### config.mk
export PLATFORM = sky130hd
export DESIGN_NAME = adc_two_point_calibration
export DESIGN_NICKNAME = d
export VERILOG_FILES = /design/src/rtl/adctpc_pkg.sv /design/src/rtl/adctpc_div.sv /design/src/rtl/adc_two_point_calibration.sv
export SDC_FILE = /design/constraint.sdc
export NUM_CORES = 2
export LEC_CHECK = 0
export BUFFER_PORTS_ARGS = -buffer_cell sky130_fd_sc_hd__buf_2
export CORE_ASPECT_RATIO = 0.75
export CORE_UTILIZATION = 45
export DETAILED_ROUTE_END_ITERATION = 7
export GPL_ROUTABILITY_DRIVEN = 0
export PLACE_DENSITY_LB_ADDON = 0.08
export SYNTH_ARGS = -nofsm -noshare
export SYNTH_HDL_FRONTEND = slang
export SYNTH_SLANG_ARGS = --single-unit
### constraint.sdc
create_clock -name clk -period 15.6 [get_ports clk]
set_input_delay 3.12 -clock clk [delete_from_list [all_inputs] [get_ports clk]]
set_output_delay 3.12 -clock clk [all_outputs]
set_load 0.005 [all_outputs]
### src/rtl/adctpc_pkg.sv
`timescale 1ns / 1ps
// ----------------------------------------------------------------------------
// adctpc_pkg
// Shared types and constants of the two-point ADC calibration block.
// ----------------------------------------------------------------------------
package adctpc_pkg;

  localparam int DEFAULT_NUM_CHANNELS = 4;
  localparam int DEFAULT_NUM_MODES    = 2;

  localparam int CODE_W = 16;
  localparam int QW     = 17;
  localparam int MAG_W  = 2 * QW;

  // Accept edge to the edge that samples the strobe.
  localparam int LATENCY = 22;

  localparam logic REQ_LOAD    = 1'b0;
  localparam logic REQ_CONVERT = 1'b1;

  typedef struct packed {
    logic [CODE_W-1:0] ideal_lo;
    logic [CODE_W-1:0] meas_lo;
    logic [CODE_W-1:0] ideal_hi;
    logic [CODE_W-1:0] meas_hi;
  } cal_entry_t;

  typedef struct packed {
    logic              valid;
    logic              pass;
    logic              neg;
    logic              ovf;
    logic [CODE_W-1:0] ideal_lo;
    logic [CODE_W-1:0] x;
  } side_t;

endpackage

### src/rtl/adctpc_div.sv
`timescale 1ns / 1ps
// ----------------------------------------------------------------------------
// adctpc_div
// Pipelined restoring divider, one quotient bit per stage. The caller
// guarantees that the quotient fits in QW bits.
// ----------------------------------------------------------------------------
module adctpc_div #(
  parameter int QW = adctpc_pkg::QW
) (
  input  logic                clk,
  input  logic                rst_n,
  input  adctpc_pkg::side_t   side_in,
  input  logic [2*QW-1:0]     mag_in,
  input  logic [QW-1:0]       den_in,
  output adctpc_pkg::side_t   side_out,
  output logic [QW-1:0]       quo_out,
  output logic                rem_nz_out
);
  import adctpc_pkg::*;

  side_t          side_r [QW+1];
  logic [QW-1:0]  rem_r  [QW+1];
  logic [QW-1:0]  low_r  [QW+1];
  logic [QW-1:0]  quo_r  [QW+1];
  logic [QW-1:0]  den_r  [QW+1];

  always_comb begin
    side_r[0] = side_in;
    rem_r[0]  = mag_in[2*QW-1:QW];
    low_r[0]  = mag_in[QW-1:0];
    quo_r[0]  = '0;
    den_r[0]  = den_in;
  end

  for (genvar i = 0; i < QW; i++) begin : g_stage
    logic [QW:0]   trial;
    logic          ge;
    logic [QW:0]   diff;
    logic [QW-1:0] rem_nxt;

    always_comb begin
      trial   = {rem_r[i], low_r[i][QW-1]};
      ge      = trial >= {1'b0, den_r[i]};
      diff    = trial - {1'b0, den_r[i]};
      rem_nxt = ge ? diff[QW-1:0] : trial[QW-1:0];
    end

    always_ff @(posedge clk) begin
      if (!rst_n) begin
        side_r[i+1] <= '0;
      end else begin
        side_r[i+1] <= side_r[i];
      end
      rem_r[i+1] <= rem_nxt;
      low_r[i+1] <= {low_r[i][QW-2:0], 1'b0};
      quo_r[i+1] <= {quo_r[i][QW-2:0], ge};
      den_r[i+1] <= den_r[i];
    end
  end

  assign side_out   = side_r[QW];
  assign quo_out    = quo_r[QW];
  assign rem_nz_out = |rem_r[QW];

endmodule

### src/rtl/adc_two_point_calibration.sv
`timescale 1ns / 1ps
// A convert transfer passes stages 1 to 4, the divider and the output register.
// Throughput: one item per cycle; busy stays low, so start may be held high.
// Most of the latency is the 17-stage divider pipeline, one quotient bit a stage.
// Load transfers write the table at the accepting edge and give no result.
// Synchronous reset clears the table and all pipeline valid bits.
// ----------------------------------------------------------------------------
// adc_two_point_calibration
// Two-point gain and offset correction of ADC samples with a per mode and
// channel calibration table, fully pipelined.
// ----------------------------------------------------------------------------
module adc_two_point_calibration #(
  parameter int NUM_CHANNELS = adctpc_pkg::DEFAULT_NUM_CHANNELS,
  parameter int NUM_MODES    = adctpc_pkg::DEFAULT_NUM_MODES
) (
  input  logic        clk,
  input  logic        rst_n,
  input  logic        start,
  output logic        busy,
  input  logic        in_req_type,
  input  logic [15:0] in_raw_code,
  input  logic [2:0]  in_channel,
  input  logic [1:0]  in_cal_mode,
  input  logic [15:0] in_ideal_low,
  input  logic [15:0] in_measured_low,
  input  logic [15:0] in_ideal_high,
  input  logic [15:0] in_measured_high,
  output logic        out_valid,
  output logic [15:0] out_calibrated_code,
  output logic        out_applied
);
  import adctpc_pkg::*;

  localparam int DEPTH = NUM_MODES * NUM_CHANNELS;
  localparam int AW    = (DEPTH > 1) ? $clog2(DEPTH) : 1;

  cal_entry_t table_r [DEPTH];

  logic          accept;
  logic [1:0]    mode_sel;
  logic [4:0]    idx_full;
  logic [AW-1:0] tbl_idx;
  logic          ch_ok;
  cal_entry_t    rd_entry;
  logic [15:0]   x_in;

  assign busy   = 1'b0;
  assign accept = start && !busy;
  assign x_in   = in_raw_code ^ 16'h8000;

  always_comb begin
    mode_sel = (in_cal_mode > 2'd1) ? 2'd1 : in_cal_mode;
    if ({30'd0, mode_sel} >= NUM_MODES) begin
      mode_sel = 2'(NUM_MODES - 1);
    end
    ch_ok    = {1'b0, in_channel} < 4'(NUM_CHANNELS);
    idx_full = 5'(mode_sel) * 5'(NUM_CHANNELS) + 5'(in_channel);
    tbl_idx  = idx_full[AW-1:0];
    rd_entry = ch_ok ? table_r[tbl_idx] : '0;
  end

  always_ff @(posedge clk) begin
    if (!rst_n) begin
      for (int i = 0; i < DEPTH; i++) begin
        table_r[i] <= '0;
      end
    end else if (accept && in_req_type == REQ_LOAD && ch_ok) begin
      table_r[tbl_idx] <= '{ideal_lo: in_ideal_low, meas_lo: in_measured_low,
                            ideal_hi: in_ideal_high, meas_hi: in_measured_high};
    end
  end

  // Stage 1: table entry and sample.
  logic        s1_valid_r;
  logic        s1_chok_r;
  cal_entry_t  s1_entry_r;
  logic [15:0] s1_x_r;

  always_ff @(posedge clk) begin
    if (!rst_n) begin
      s1_valid_r <= 1'b0;
    end else begin
      s1_valid_r <= accept && in_req_type == REQ_CONVERT;
    end
    s1_chok_r  <= ch_ok;
    s1_entry_r <= rd_entry;
    s1_x_r     <= x_in;
  end

  // Stage 2: differences with the sign of the span folded into the gain.
  logic signed [16:0] d_ideal;
  logic signed [16:0] d_meas;
  logic signed [16:0] d_x;
  logic signed [16:0] s2_dideal_nxt;
  logic [15:0]        s2_dabs_nxt;

  always_comb begin
    d_ideal = $signed({1'b0, s1_entry_r.ideal_hi}) - $signed({1'b0, s1_entry_r.ideal_lo});
    d_meas  = $signed({1'b0, s1_entry_r.meas_hi}) - $signed({1'b0, s1_entry_r.meas_lo});
    d_x     = $signed({1'b0, s1_x_r}) - $signed({1'b0, s1_entry_r.meas_lo});
    s2_dideal_nxt = d_meas[16] ? -d_ideal : d_ideal;
    s2_dabs_nxt   = d_meas[16] ? 16'(-d_meas) : d_meas[15:0];
  end

  logic               s2_valid_r;
  logic               s2_pass_r;
  logic signed [16:0] s2_dideal_r;
  logic signed [16:0] s2_dx_r;
  logic [15:0]        s2_dabs_r;
  logic [15:0]        s2_il_r;
  logic [15:0]        s2_x_r;

  always_ff @(posedge clk) begin
    if (!rst_n) begin
      s2_valid_r <= 1'b0;
    end else begin
      s2_valid_r <= s1_valid_r;
    end
    s2_pass_r   <= !s1_chok_r || d_meas == 17'sd0;
    s2_dideal_r <= s2_dideal_nxt;
    s2_dx_r     <= d_x;
    s2_dabs_r   <= s2_dabs_nxt;
    s2_il_r     <= s1_entry_r.ideal_lo;
    s2_x_r      <= s1_x_r;
  end

  // Stage 3: product.
  logic               s3_valid_r;
  logic               s3_pass_r;
  logic signed [33:0] s3_num_r;
  logic [15:0]        s3_dabs_r;
  logic [15:0]        s3_il_r;
  logic [15:0]        s3_x_r;

  always_ff @(posedge clk) begin
    if (!rst_n) begin
      s3_valid_r <= 1'b0;
    end else begin
      s3_valid_r <= s2_valid_r;
    end
    s3_pass_r <= s2_pass_r;
    s3_num_r  <= s2_dideal_r * s2_dx_r;
    s3_dabs_r <= s2_dabs_r;
    s3_il_r   <= s2_il_r;
    s3_x_r    <= s2_x_r;
  end

  // Stage 4: rounding numerator, magnitude and range check.
  logic signed [35:0] n_val;
  logic [35:0]        n_abs;
  logic [MAG_W-1:0]   n_mag;
  logic [QW-1:0]      d_val;
  logic               n_ovf;

  always_comb begin
    n_val = $signed({s3_num_r, 1'b0}) + $signed({20'd0, s3_dabs_r});
    n_abs = n_val[35] ? 36'(-n_val) : n_val;
    n_mag = n_abs[MAG_W-1:0];
    d_val = {s3_dabs_r, 1'b0};
    n_ovf = n_mag >= {d_val, {QW{1'b0}}};
  end

  side_t            s4_side_r;
  logic [MAG_W-1:0] s4_mag_r;
  logic [QW-1:0]    s4_den_r;

  always_ff @(posedge clk) begin
    if (!rst_n) begin
      s4_side_r.valid <= 1'b0;
    end else begin
      s4_side_r.valid <= s3_valid_r;
    end
    s4_side_r.pass     <= s3_pass_r;
    s4_side_r.neg      <= n_val[35];
    s4_side_r.ovf      <= n_ovf;
    s4_side_r.ideal_lo <= s3_il_r;
    s4_side_r.x        <= s3_x_r;
    s4_mag_r           <= n_mag;
    s4_den_r           <= d_val;
  end

  side_t         dv_side;
  logic [QW-1:0] dv_quo;
  logic          dv_rem_nz;

  adctpc_div #(.QW(QW)) u_div (
    .clk        (clk),
    .rst_n      (rst_n),
    .side_in    (s4_side_r),
    .mag_in     (s4_mag_r),
    .den_in     (s4_den_r),
    .side_out   (dv_side),
    .quo_out    (dv_quo),
    .rem_nz_out (dv_rem_nz)
  );

  // Final stage: pass-through, floor for negative quotients, offset and saturation.
  logic signed [18:0] q_s;
  logic signed [18:0] r_s;
  logic [15:0]        code_nxt;
  logic               applied_nxt;

  always_comb begin
    q_s = dv_side.neg ? -($signed({2'b0, dv_quo}) + $signed({18'd0, dv_rem_nz}))
                      : $signed({2'b0, dv_quo});
    r_s = $signed({3'b0, dv_side.ideal_lo}) + q_s;
    applied_nxt = !dv_side.pass;
    if (dv_side.pass) begin
      code_nxt = dv_side.x;
    end else if (dv_side.ovf) begin
      code_nxt = dv_side.neg ? 16'h0000 : 16'hFFFF;
    end else if (r_s < 0) begin
      code_nxt = 16'h0000;
    end else if (r_s > 19'sd65535) begin
      code_nxt = 16'hFFFF;
    end else begin
      code_nxt = r_s[15:0];
    end
  end

  logic        out_valid_r;
  logic [15:0] out_code_r;
  logic        out_applied_r;

  always_ff @(posedge clk) begin
    if (!rst_n) begin
      out_valid_r   <= 1'b0;
      out_applied_r <= 1'b0;
    end else begin
      out_valid_r   <= dv_side.valid;
      out_applied_r <= dv_side.valid && applied_nxt;
    end
    out_code_r <= code_nxt;
  end

  assign out_valid           = out_valid_r;
  assign out_calibrated_code = out_code_r;
  assign out_applied         = out_applied_r;

endmodule

==> flow_metrics.py <==
metrics = {
    "sta": {
        "slew_violations": 0,
        "fin_crit_sh": 0.456,
        "worstMarginPinSlew_ns": 1.19,
        "setup-tns-final_ns": 0,
        "period_needed_ns": 7.11,
        "hold_violations": 0,
        "rsz0062_at_grt": "no",
        "final-setup-viol-count": 0,
        "max-slew-margin-rel": 0.200,
        "fmax_mhz": 141,
        "fin_skew_ns": 0.121,
    },
    "critical_path": {
        "criticalPathCategory": "reg2reg",
        "path_cells": "nand2_1, fa_1, inv_1, fa_1, inv_1, fa_1, fa_1, inv_1, fa_1, fa_1, ha_1, a211o_1, or3_1, o211ai_1, o221ai_1, a21oi_1, o21ai_0, nor3_1, o21bai_1, a21oi_1, xnor2_1",
        "cpMostUsedCell": "fa_1",
        "cp-start-kind": "register",
        "critPathBufInv": 3,
        "arrival_ns": 7.85,
        "cpPeakStageDelay_ns": 0.76,
        "worst_path_max_delay_cell": "dfxtp_1",
        "crit_required_ns": 16.34,
        "rrSetupSlack_ns": 8.49,
        "cpLargestDelayFamily": "adder cells",
        "endpoint_kind": "register",
        "crit_path_max_fanout": 17,
    },
    "logic_synthesis": {
        "ys.flop_type": "dfxtp_1",
        "synth.area.top_cells": "dfxtp_1 37%, edfxtp_1 16%, and2_1 8.2%",
        "synth_area_per_cell_um2": 11.4,
        "yosysTopAreaCell": "dfxtp_1",
        "synth-seq-area-share": 0.530,
        "synth_cells": 8472,
        "ys_ff_latch": 2295,
        "syn_nets": 9356,
        "synth_top_area_share": 0.370,
        "synth_cell_types": 100,
        "yosysWarnings": 0,
        "synth_area_mm2": 0.0964,
        "synthArstFlopShare": 0,
        "synth-edff-count": 512,
    },
    "cts": {
        "postCtsSetupBuffers": 0,
        "numCtsBuffers": 221,
        "htree_levels": 4,
        "ctsHoldBuffers": 0,
        "cts_tree": "built",
        "ctsRootBufferMaster": "clkbuf_16",
        "clk_latency_ns": 0.90,
        "path_clk_slew_ns": 0.06,
        "cts_resized": 0,
        "cts_buffer_depth": 4,
        "cts_sinks": 2295,
    },
    "job": {
        "cap_viol_max_count": 0,
    },
    "cells_and_area": {
        "finalNetCount": 9459,
        "drive_gt1_frac": 0.0979,
        "mostFrequentLayoutCell": "dfxtp_1",
        "final_cell_mix": "1,783 x dfxtp_1, 1,263 x and2_1, 817 x inv_1, 512 x edfxtp_1, 477 x ha_1",
        "area_delta_synth_final_pct": 11.4,
    },
    "route": {
        "route.detailed.drc": 0,
        "first_pass_iters": 5,
        "wl_per_cell_um": 18.8,
        "dr_total_vias": 57680,
        "postRouteAntennaNets": 0,
        "drt-vias-per-instance": 4.98,
        "routed_wl_mm": 217,
        "dr.first_iter.drc_count": 3580,
    },
    "floorplanning": {
        "die_x_um": 537,
        "ioPinCount": 108,
        "placeableCoreArea_mm2": 0.212,
        "dieHeight_um": 403,
        "dieArea_mm2": 0.216,
        "rows": 146,
        "start_util": 0.455,
    },
    "global_routing": {
        "grt_pass1_vias": 57914,
        "antenna_found_initial": 28,
        "grt_pass1_wl_mm": 339,
        "globalRoute.totalOverflow": 0,
        "globalRouteTotalUtil": 0.202,
        "grt_max_degree": 134,
    },
    "place": {
        "port_buffers": 106,
        "dp_hpwl_mm": 153,
    },
    "worst_hold_path": {
        "hold_class": "reg2reg",
    },
    "status": {
        "outcome": "finished clean",
    },
}
-- per-stage QoR --
stage / std cells / cell area [um2] / utilization / hold slack [ns] / worst slack (ns)
floorplan: 8472 / 96400 / - / 0.310 / 6.43
global placement: 11164 / 100000 / 0.471 / 0.310 / 8.55
detailed placement: 11164 / 100000 / 0.471 / 0.312 / 8.58
CTS: 11567 / 107000 / 0.506 / 0.225 / 8.54
global route: 11573 / 107000 / 0.507 / 0.246 / 8.11
finish: 11575 / 107000 / 0.507 / 0.227 / 8.49
-- synthesized netlist by cell type, drive strengths merged (128+ instances only) --
library cell,number
nand2,411
and2,1264
mux4,128
nor2,428
ha,477
o21ai,232
clkbuf,234
dfxtp,1783
fa,318
inv,817
a21oi,284
xnor2,250
edfxtp,512
-- flip-flops by register name (all words and copies together), names as in the netlist, 17 cells and up --
name,cells
s2_dx_r,17
s4_side_r,36
u_div.side_r,576
s4_mag_r,34
u_div.rem_r,17
u_div.low_r,120
s2_dideal_r,17
u_div.quo_out,17
table_r,512
u_div.den_r,241
u_div.quo_r,136
u_div.side_out,36
u_div.g_stage.trial,287
s1_entry_r,64
s3_num_r,34
-- per-layer routing --
metal  GRT usage  vias up  share of wire  wire length [um]
met5           0        -        0.00024                52
met4      0.0498        8          0.022              4880
met3      0.0247      312          0.038              8260
met2       0.338     1015           0.47            103000
met1       0.278    27992           0.47            101000
li1            -    28353              -                 -
-- worst reg2reg max path, stage by stage (launching register included) --
cell and delay [ns]:
dfxtp_1 0.76, nand2_1 0.18, fa_1 0.57, inv_1 0.06
fa_1 0.53, inv_1 0.05, fa_1 0.47, fa_1 0.50
inv_1 0.06, fa_1 0.50, fa_1 0.49, ha_1 0.34
a211o_1 0.31, or3_1 0.33, o211ai_1 0.33, o221ai_1 0.35
a21oi_1 0.35, o21ai_0 0.23, nor3_1 0.23, o21bai_1 0.11
a21oi_1 0.17, xnor2_1 0.13
-- path summary, 6_finish.rpt --
| kind | startpoint | end | depth (start not counted) |
|---|---|---|---|
| setup reg to reg | s2_dx_r[7] | s3_num_r[33] | 21 |
| hold / removal | s2_x_r[6] | s3_x_r[6] | 0 |
| hold reg to reg | s2_x_r[6] | s3_x_r[6] | 0 |
| setup / recovery | s2_dx_r[7] | s3_num_r[33] | 21 |
-- final cells by class --
cell class / count / area, um2
fillers: 18836 / 105000
flip-flops and latches: 2295 / 51100
well taps: 2812 / 3520
repair buffers: 149 / 887
multi-input cells: 5091 / 41400
clock buffers: 316 / 6560
inverters: 817 / 3070
clock inverters: 87 / 896
diodes: 8 / 20.0
-- logic make-up (layout without fill, tap and decap cells) --
kind of cell | Yosys count | in the layout | synth area share
and+or+nand+nor | 2631 | 2631 | 0.149
AOI/OAI and AO/OA | 971 | 971 | 0.0658
other | 1 | 9 | 0.0000389
adders and majority gates | 795 | 795 | 0.128
DFF | 2295 | 2295 | 0.530
muxes | 335 | 335 | 0.0528
xor gates and xnor gates | 358 | 358 | 0.0327
buffers and inverters | 1086 | 1369 | 0.0427
Power is left out: the tool's default activity adds up to more than one toggle a clock period on the data nets, which glitch-free logic cannot reach.
